===== src/hw/rtl/ds_twr_pkg.sv =====
// Package for the double-sided two-way ranging initiator.
// Holds the phase and calculator state types, frame codes and result codes.
// No dependencies.
package ds_twr_pkg;

	typedef enum logic [2:0] {
		PH_IDLE      = 3'd0,
		PH_TX_INIT   = 3'd1,
		PH_WAIT_ACK  = 3'd2,
		PH_TX_RESP   = 3'd3,
		PH_WAIT_LAST = 3'd4
	} phase_t;

	typedef enum logic [2:0] {
		C_IDLE = 3'd0,
		C_MUL1 = 3'd1,
		C_MUL2 = 3'd2,
		C_DIFF = 3'd3,
		C_MUL3 = 3'd4,
		C_DIV  = 3'd5,
		C_DONE = 3'd6
	} calc_t;

	localparam logic [1:0] OP_START  = 2'd0;
	localparam logic [1:0] OP_TXDONE = 2'd1;
	localparam logic [1:0] OP_RX     = 2'd2;

	localparam logic [1:0] KIND_TX     = 2'd0;
	localparam logic [1:0] KIND_RESULT = 2'd1;
	localparam logic [1:0] KIND_FAIL   = 2'd2;

	localparam logic [2:0] FAIL_NONE = 3'd0;
	localparam logic [2:0] FAIL_RX   = 3'd1;
	localparam logic [2:0] FAIL_LEN  = 3'd2;
	localparam logic [2:0] FAIL_HDR  = 3'd3;
	localparam logic [2:0] FAIL_DEN  = 3'd4;

	localparam logic [0:0] TX_INIT_FRAME = 1'b0;
	localparam logic [0:0] TX_RESP_FRAME = 1'b1;

	localparam logic [0:0] REG_OWN_ADDRESS = 1'b0;
	localparam logic [0:0] REG_MM_PER_TICK = 1'b1;

	localparam logic [7:0] LETTER_ACK  = 8'h41;
	localparam logic [7:0] LETTER_LAST = 8'h4C;
	localparam logic [6:0] LEN_ACK     = 7'd8;
	localparam logic [6:0] LEN_LAST    = 7'd16;

	localparam logic [15:0] OWN_ADDRESS_RST = 16'h8913;
	localparam logic [23:0] MM_PER_TICK_RST = 24'd307396;

endpackage


===== src/hw/rtl/ds_twr_initiator.sv =====
// Top level of the double-sided two-way ranging initiator.
// Frame checks, phase tracking and a bit-serial multiply/divide distance unit.
// Depends on ds_twr_pkg.
//
// channel   direction  handshake               payload
// s_*       in         s_tvalid / s_tready      tuser operation, tdata event fields
// m_*       out        m_tvalid / m_tready      tuser kind, tdata result fields
// cfg_*     in         cfg_valid / cfg_ready    cfg_index, cfg_data
//
// A last frame runs to a valid result through two 32-step shift-add products,
// a compare step, a 24-step scaling product, an 88-step restoring division
// and a final step that loads the result once the output is free.
// s_tready is low while the distance unit runs or a result waits unaccepted.
// Reset puts the exchange in idle and reloads the default registers.
module ds_twr_initiator (
	input  logic         clk,
	input  logic         arst_n,
	input  logic         s_tvalid,
	output logic         s_tready,
	// start_dest, timestamp, rx_good, frame_length, src_address,
	// dst_address, msg_letter, msg_seq, remote_reply, remote_round
	input  logic [167:0] s_tdata,
	// operation
	input  logic [1:0]   s_tuser,
	output logic         m_tvalid,
	input  logic         m_tready,
	// tx_type, tx_dest, tx_seq, distance_mm, fail_code, rx_reset_request, zero pad
	output logic [63:0]  m_tdata,
	// kind
	output logic [1:0]   m_tuser,
	input  logic         cfg_valid,
	output logic         cfg_ready,
	input  logic [0:0]   cfg_index,
	input  logic [23:0]  cfg_data
);
	import ds_twr_pkg::*;

	logic [15:0] in_dest, in_src, in_dst;
	logic [31:0] in_ts, in_da, in_ra;
	logic        in_good;
	logic [6:0]  in_len;
	logic [7:0]  in_letter, in_seq;

	assign in_dest   = s_tdata[15:0];
	assign in_ts     = s_tdata[47:16];
	assign in_good   = s_tdata[48];
	assign in_len    = s_tdata[55:49];
	assign in_src    = s_tdata[71:56];
	assign in_dst    = s_tdata[87:72];
	assign in_letter = s_tdata[95:88];
	assign in_seq    = s_tdata[103:96];
	assign in_da     = s_tdata[135:104];
	assign in_ra     = s_tdata[167:136];

	logic [15:0] own_address_q;
	logic [23:0] mm_per_tick_q;
	phase_t      phase_q, phase_d;
	logic [15:0] peer_q;
	logic [7:0]  seq_q;
	logic [31:0] last_stamp_q, round_q, reply_q;

	calc_t       state_q, state_d;
	logic [6:0]  cnt_q;
	logic [87:0] acc_q, mcand_q;
	logic [31:0] mplier_q, da_q;
	logic [63:0] p1_q;
	logic [33:0] den_q, rem_q;
	logic        neg_q, big_q;

	logic        out_valid_q;
	logic [1:0]  out_kind_q;
	logic [63:0] out_data_q;

	logic        out_free, accept, start_calc, out_load;
	logic [1:0]  load_kind;
	logic        load_type;
	logic [15:0] load_dest;
	logic [7:0]  load_seq, cur_seq;
	logic [31:0] load_dist;
	logic [2:0]  load_code, chk_code;
	logic [6:0]  exp_len;
	logic [7:0]  exp_letter;
	logic [33:0] den_in;
	logic [87:0] mul_sum;
	logic [34:0] rem_sh;
	logic        div_ge;
	logic [63:0] mag;
	logic        p_lt;
	logic [71:0] qd;
	logic [31:0] calc_dist;

	assign cfg_ready = 1'b1;
	assign out_free  = !out_valid_q || m_tready;
	assign s_tready  = (state_q == C_IDLE) && out_free;
	assign accept    = s_tvalid && s_tready;
	assign cur_seq   = seq_q - 8'd1;

	assign m_tvalid = out_valid_q;
	assign m_tuser  = out_kind_q;
	assign m_tdata  = out_data_q;

	assign exp_len    = (phase_q == PH_WAIT_ACK) ? LEN_ACK : LEN_LAST;
	assign exp_letter = (phase_q == PH_WAIT_ACK) ? LETTER_ACK : LETTER_LAST;
	assign den_in     = {2'b00, in_ra} + {2'b00, in_da} + {2'b00, round_q} + {2'b00, reply_q};

	always_comb begin
		priority if (!in_good) begin
			chk_code = FAIL_RX;
		end else if (in_len != exp_len) begin
			chk_code = FAIL_LEN;
		end else if (in_src != peer_q || in_dst != own_address_q ||
				in_letter != exp_letter || in_seq != cur_seq) begin
			chk_code = FAIL_HDR;
		end else begin
			chk_code = FAIL_NONE;
		end
	end

	assign mul_sum = mplier_q[0] ? acc_q + mcand_q : acc_q;
	assign rem_sh  = {rem_q, acc_q[87]};
	assign div_ge  = rem_sh >= {1'b0, den_q};
	assign p_lt    = p1_q < acc_q[63:0];
	assign mag     = p_lt ? acc_q[63:0] - p1_q : p1_q - acc_q[63:0];
	assign qd      = acc_q[87:16];

	always_comb begin
		if (big_q) begin
			calc_dist = neg_q ? 32'h8000_0000 : 32'h7FFF_FFFF;
		end else if (neg_q) begin
			calc_dist = (qd > 72'h8000_0000) ? 32'h8000_0000 : 32'd0 - qd[31:0];
		end else begin
			calc_dist = (qd > 72'h7FFF_FFFF) ? 32'h7FFF_FFFF : qd[31:0];
		end
	end

	always_comb begin
		phase_d    = phase_q;
		start_calc = 1'b0;
		out_load   = 1'b0;
		load_kind  = KIND_TX;
		load_type  = TX_INIT_FRAME;
		load_dest  = 16'd0;
		load_seq   = 8'd0;
		load_dist  = 32'd0;
		load_code  = FAIL_NONE;
		if (state_q == C_DONE && out_free) begin
			phase_d   = PH_IDLE;
			out_load  = 1'b1;
			load_kind = KIND_RESULT;
			load_dist = calc_dist;
		end else if (accept) begin
			unique case (s_tuser)
				OP_START: begin
					if (phase_q == PH_IDLE) begin
						phase_d   = PH_TX_INIT;
						out_load  = 1'b1;
						load_dest = in_dest;
						load_seq  = seq_q;
					end
				end
				OP_TXDONE: begin
					if (phase_q == PH_TX_INIT) begin
						phase_d = PH_WAIT_ACK;
					end else if (phase_q == PH_TX_RESP) begin
						phase_d = PH_WAIT_LAST;
					end
				end
				OP_RX: begin
					if (phase_q == PH_WAIT_ACK || phase_q == PH_WAIT_LAST) begin
						out_load = 1'b1;
						if (chk_code != FAIL_NONE) begin
							phase_d   = PH_IDLE;
							load_kind = KIND_FAIL;
							load_code = chk_code;
						end else if (phase_q == PH_WAIT_ACK) begin
							phase_d   = PH_TX_RESP;
							load_type = TX_RESP_FRAME;
							load_dest = peer_q;
							load_seq  = cur_seq;
						end else if (den_in == 34'd0) begin
							phase_d   = PH_IDLE;
							load_kind = KIND_FAIL;
							load_code = FAIL_DEN;
						end else begin
							out_load   = 1'b0;
							start_calc = 1'b1;
						end
					end
				end
				default: begin
				end
			endcase
		end
	end

	always_comb begin
		state_d = state_q;
		unique case (state_q)
			C_IDLE: if (start_calc) state_d = C_MUL1;
			C_MUL1: if (cnt_q == 7'd31) state_d = C_MUL2;
			C_MUL2: if (cnt_q == 7'd31) state_d = C_DIFF;
			C_DIFF: state_d = C_MUL3;
			C_MUL3: if (cnt_q == 7'd23) state_d = C_DIV;
			C_DIV:  if (cnt_q == 7'd87) state_d = C_DONE;
			C_DONE: if (out_free) state_d = C_IDLE;
			default: state_d = C_IDLE;
		endcase
	end

	always_ff @(posedge clk or negedge arst_n) begin
		if (!arst_n) begin
			state_q <= C_IDLE;
		end else begin
			state_q <= state_d;
		end
	end

	always_ff @(posedge clk or negedge arst_n) begin
		if (!arst_n) begin
			own_address_q <= OWN_ADDRESS_RST;
			mm_per_tick_q <= MM_PER_TICK_RST;
			phase_q       <= PH_IDLE;
			peer_q        <= 16'd0;
			seq_q         <= 8'd0;
			last_stamp_q  <= 32'd0;
			round_q       <= 32'd0;
			reply_q       <= 32'd0;
			out_valid_q   <= 1'b0;
		end else begin
			if (cfg_valid) begin
				unique case (cfg_index)
					REG_OWN_ADDRESS: own_address_q <= cfg_data[15:0];
					REG_MM_PER_TICK: mm_per_tick_q <= cfg_data;
					default: begin
					end
				endcase
			end
			phase_q <= phase_d;
			if (accept && s_tuser == OP_START && phase_q == PH_IDLE) begin
				peer_q <= in_dest;
				seq_q  <= seq_q + 8'd1;
			end
			if (accept && s_tuser == OP_TXDONE) begin
				if (phase_q == PH_TX_INIT) begin
					last_stamp_q <= in_ts;
				end else if (phase_q == PH_TX_RESP) begin
					reply_q <= in_ts - last_stamp_q;
				end
			end
			if (accept && s_tuser == OP_RX && phase_q == PH_WAIT_ACK &&
					chk_code == FAIL_NONE) begin
				round_q      <= in_ts - last_stamp_q;
				last_stamp_q <= in_ts;
			end
			if (out_load) begin
				out_valid_q <= 1'b1;
			end else if (m_tready) begin
				out_valid_q <= 1'b0;
			end
		end
	end

	always_ff @(posedge clk) begin
		if (out_load) begin
			out_kind_q <= load_kind;
			out_data_q <= {3'b000, load_code == FAIL_RX, load_code, load_dist,
				load_seq, load_dest, load_type};
		end
		unique case (state_q)
			C_IDLE: begin
				if (start_calc) begin
					acc_q    <= 88'd0;
					mcand_q  <= {56'd0, in_ra};
					mplier_q <= round_q;
					da_q     <= in_da;
					den_q    <= den_in;
					cnt_q    <= 7'd0;
				end
			end
			C_MUL1, C_MUL2, C_MUL3: begin
				if (state_q == C_MUL1 && cnt_q == 7'd31) begin
					p1_q     <= mul_sum[63:0];
					acc_q    <= 88'd0;
					mcand_q  <= {56'd0, da_q};
					mplier_q <= reply_q;
					cnt_q    <= 7'd0;
				end else begin
					acc_q    <= mul_sum;
					mcand_q  <= {mcand_q[86:0], 1'b0};
					mplier_q <= {1'b0, mplier_q[31:1]};
					if (state_q == C_MUL3 && cnt_q == 7'd23) begin
						rem_q <= 34'd0;
						cnt_q <= 7'd0;
					end else begin
						cnt_q <= cnt_q + 7'd1;
					end
				end
			end
			C_DIFF: begin
				neg_q    <= p_lt;
				big_q    <= (mm_per_tick_q != 24'd0) && ({10'd0, mag[63:40]} >= den_q);
				acc_q    <= 88'd0;
				mcand_q  <= {24'd0, mag};
				mplier_q <= {8'd0, mm_per_tick_q};
				cnt_q    <= 7'd0;
			end
			C_DIV: begin
				rem_q <= div_ge ? rem_sh[33:0] - den_q : rem_sh[33:0];
				acc_q <= {acc_q[86:0], div_ge};
				cnt_q <= cnt_q + 7'd1;
			end
			C_DONE: begin
			end
			default: begin
			end
		endcase
	end

endmodule


===== config.mk =====
export PLATFORM = sky130hd
export DESIGN_NAME = ds_twr_initiator
export DESIGN_NICKNAME = d
export VERILOG_FILES = /design/src/hw/rtl/ds_twr_pkg.sv /design/src/hw/rtl/ds_twr_initiator.sv
export SDC_FILE = /design/constraint.sdc
export NUM_CORES = 2
export LEC_CHECK = 0
export BUFFER_PORTS_ARGS = -buffer_cell sky130_fd_sc_hd__buf_4
export CAP_MARGIN = 10
export CORE_ASPECT_RATIO = 0.6
export CORE_MARGIN = 2
export CORE_UTILIZATION = 30
export DETAILED_ROUTE_END_ITERATION = 16
export SLEW_MARGIN = 20
export SYNTH_ARGS = -nofsm -noshare
export SYNTH_HDL_FRONTEND = slang
export SYNTH_SLANG_ARGS = --single-unit

===== constraint.sdc =====
create_clock -name clk -period 9.5 [get_ports clk]
set_input_delay 1.9 -clock clk [delete_from_list [all_inputs] [get_ports clk]]
set_output_delay 1.9 -clock clk [all_outputs]
set_load 0.05 [all_outputs]

==> impl_metrics.json <==
{
  "die_width_um": 519.9,
  "cp_num_buf_inv": 2,
  "register_area_share_after_synthesis": 0.3659,
  "cp_data_arrival_time_ns": 8.16,
  "finish.cell_count_without_fillers": 7685,
  "ys.warnings.count": 0,
  "yosys-top-cells-area": "edfxtp_1 28%, ha_1 9.0%, dfrtp_1 8.0%, a21oi_1 5.2%, o21ai_0 4.9%",
  "antenna_violations_before_repair": 17,
  "drt-vias-per-instance": 5.659,
  "initial_utilization": 0.3025,
  "synth.lib_cells_used.distinct": 84,
  "slowest_delay_ns": 0.91,
  "synth_top_cells_by_count": "493 x a21oi_1, 487 x nand2_1, 471 x o21ai_0",
  "synthToLayoutAreaGrowth_pct": 13.93,
  "io_buffers": 264,
  "timing.setup.tns_ns": 0,
  "layout_cell_share_with_drive_strength_beyond_1": 0.1097,
  "detail_route.wl_per_cell_um": 24.31,
  "synth.most_common_cell": "a21oi_1",
  "post-route-drc-count": 0,
  "tritoncts": "done",
  "multi_input_area_mm2": 0.02776,
  "via_count": 43490,
  "ctsRootBufferMaster": "clkbuf_16",
  "clk-insertion-delay-late_ns": 0.70,
  "number_of_placement_rows": 113,
  "aggregate_routed_wire_length_mm": 186.8,
  "place_inst": 7551,
  "grt_start_max_net_pins": 121,
  "finalSetupViolations": 0,
  "synth.top_cell.area_share": 0.2784,
  "ff_latch_area_mm2": 0.01753,
  "finalClockSkew_ns": 0.04352,
  "post_cts_setup_inserts": 0,
  "first_pass_iters": 6,
  "slew_headroom": 0.07592,
  "design.final.nets": 6106,
  "worstSetupPathType": "reg2reg",
  "first_global_vias": 39780,
  "ant_nets": 0,
  "synth_largest_area_cell": "edfxtp_1",
  "critical_path.startpoint_type": "register",
  "timing.critical_path.fanout_max": 16,
  "end_kind": "register",
  "drv_cap": 0,
  "number_of_synthesized_flops_with_an_enable_pin": 444,
  "cpMostUsedCell": "o21a_1",
  "cell_with_the_largest_stage_delay_on_the_worst_path": "o32a_1",
  "grt.overflow.total": 0,
  "finalHoldViolations": 0,
  "cts.sinks": 611,
  "outcome": "complete, no violations",
  "crit_path_cell_trace": "inv_1, fa_1, a21o_1, a21oi_1, or3_1, o211ai_1, a21oi_1, o32a_1, nand2_1, inv_2, mux2i_1, a22oi_1, xnor2_1, ha_1, o21a_1, o21a_1, o21a_1, o21a_1, o21a_1, o21ai_0, a211oi_1, nor2_1, a211oi_1",
  "io-pin-count": 269,
  "ys_async_rst_share": 0.2733,
  "cts_hold_repair.buffers": 0,
  "area_enclosed_by_the_die_boundary_mm2": 0.1630,
  "synth_area_mm2": 0.04790,
  "ir_worst_vdd_uv": 127.3,
  "synthesis.area_per_instance_um2": 8.923,
  "cts_buffers": 67,
  "yosys_register_bits": 611,
  "globalplace.congestion": 0.9832,
  "maxSlewViolCount": 0,
  "static-leakage-power_nw": 22.28,
  "fin_crit_ns": 7.758,
  "fmaxAchievable_mhz": 128.9,
  "power.density_cell_area_mw_per_mm2": 158.5,
  "hold_class": "reg2reg",
  "die-height_um": 313.5,
  "first_pass_grt_wire_length_mm": 272.8,
  "dr.first_iter.drc_count": 5998,
  "cts_resized": 0,
  "worst_ep_required_time_ns": 9.90,
  "clk_transition_reported_paths_ns": 0.07,
  "fillers": 16400,
  "rsz0062_at_grt": "no",
  "synth-main-ff-cell": "edfxtp_1",
  "htreeDepth": 3,
  "clockBufferDepth": 3,
  "place_hpwl_mm": 147.1,
  "core_area_mm2": 0.1584,
  "worst_pin_slew_ns": 1.378,
  "post_synth_inst_count": 5368,
  "globalRouteTotalUtil": 0.2224,
  "post-route-period-util": 0.8166,
  "timing.critical_path.max_delay_family": "compound AO/OA/AOI/OAI gates"
}
logic make-up after synthesis:
kind of cell / Yosys count / share of synthesized area
AOI/OAI and AO/OA: 1685 / 0.2178
xor gates and xnor gates: 272 / 0.04974
adders and majority gates: 412 / 0.1184
buffers and inverters: 732 / 0.05770
DFF: 611 / 0.3659
muxes: 211 / 0.04725
other: 2 / 0.0001568
and+or+nand+nor: 1443 / 0.1430
power breakdown:
| group | switching (mW) | total, mW | internal (mW) |
|---|---|---|---|
| clock network | 1.32 | 2.97 | 1.65 |
| logic | 1.53 | 2.42 | 0.899 |
| registers | 0.162 | 3.25 | 3.09 |
| total | 3.01 | 8.65 | 5.64 |
sequential cells by signal, summed over array words and instances, names as in the netlist, 16 cells and up:
register,count
acc_q,88
da_q,32
den_q,34
last_stamp_q,32
m_tdata,61
mcand_q,88
mm_per_tick_q,24
mplier_q,32
own_address_q,16
p1_q,64
peer_q,16
rem_q,34
reply_q,32
round_q,32
cell usage in the layout, fill, tap and decap left out, drive strengths merged, types with 25 or more instances in the layout:
master,netlist,final
and3,27,27
xor2,125,125
edfxtp,444,444
and2,52,52
nand2,487,487
fa,69,69
o221ai,37,37
a21o,163,163
mux2i,90,90
o21ai,474,474
o21a,40,40
nand4,94,94
a22oi,54,54
nand2b,37,37
a31oi,55,55
inv,471,476
clkbuf,240,81
a22o,33,33
buf,20,315
mux2,121,121
a21oi,493,493
nor4,72,72
o211ai,33,33
nor2,337,337
a211oi,54,54
nor3,88,88
nor2b,34,34
xnor2,147,147
dfrtp,154,154
or3,33,33
nand3,101,101
o21bai,82,82
ha,343,343
clkinv,1,25
metrics by stage:
| step | setup slack (ns) | util | hold slack, ns | total power, mW | area [um2] |
|---|---|---|---|---|---|
| floorplan | 0.3189 | - | 0.4485 | 4.860 | 47920 |
| global placement | 1.284 | 0.3290 | 0.4638 | 5.654 | 52100 |
| detailed placement | 1.189 | 0.3290 | 0.4713 | 5.667 | 52100 |
| CTS | 1.879 | 0.3443 | 0.4859 | 8.646 | 54520 |
| global route | 1.409 | 0.3446 | 0.5137 | 9.040 | 54560 |
| finish | 1.742 | 0.3446 | 0.4816 | 8.651 | 54570 |
layer usage:
metal | global-route usage | routed length [um] | vias up
li1 | - | - | 19730
met4 | 0.03876 | 2724 | 4
met2 | 0.2746 | 67210 | 2285
met5 | 0 | 14 | -
met3 | 0.06978 | 24070 | 177
met1 | 0.3635 | 92770 | 21300
final timing paths:
check	from	endpoint	slack, ns	cells after the start
worst min register to register	reply_q[17]	reply_q[17]	0.48	2
worst max register to register	acc_q[1]	big_q	1.74	23
worst min-delay path	reply_q[17]	reply_q[17]	0.48	2
worst max-delay path	acc_q[1]	big_q	1.74	23
max in group asynchronous	arst_n	reply_q[24]	7.10	2
min in group asynchronous	arst_n	last_stamp_q[10]	1.10	1
tightest hold or removal path: stages, from the launching register on:
cell and delay (ns):
dfrtp_1 0.35, nand2_1 0.05, o21ai_0 0.06
cell type report:
cell class,count,area share
multi-input combinational,4027,0.5087
sequential,611,0.3212
tap,2127,0.04877
timing repair buffer,315,0.04400
clock buffer,81,0.03265
inverter,472,0.03251
clock inverter,43,0.01174
antenna,9,0.0004127
Power figures use the tool's default switching activity.
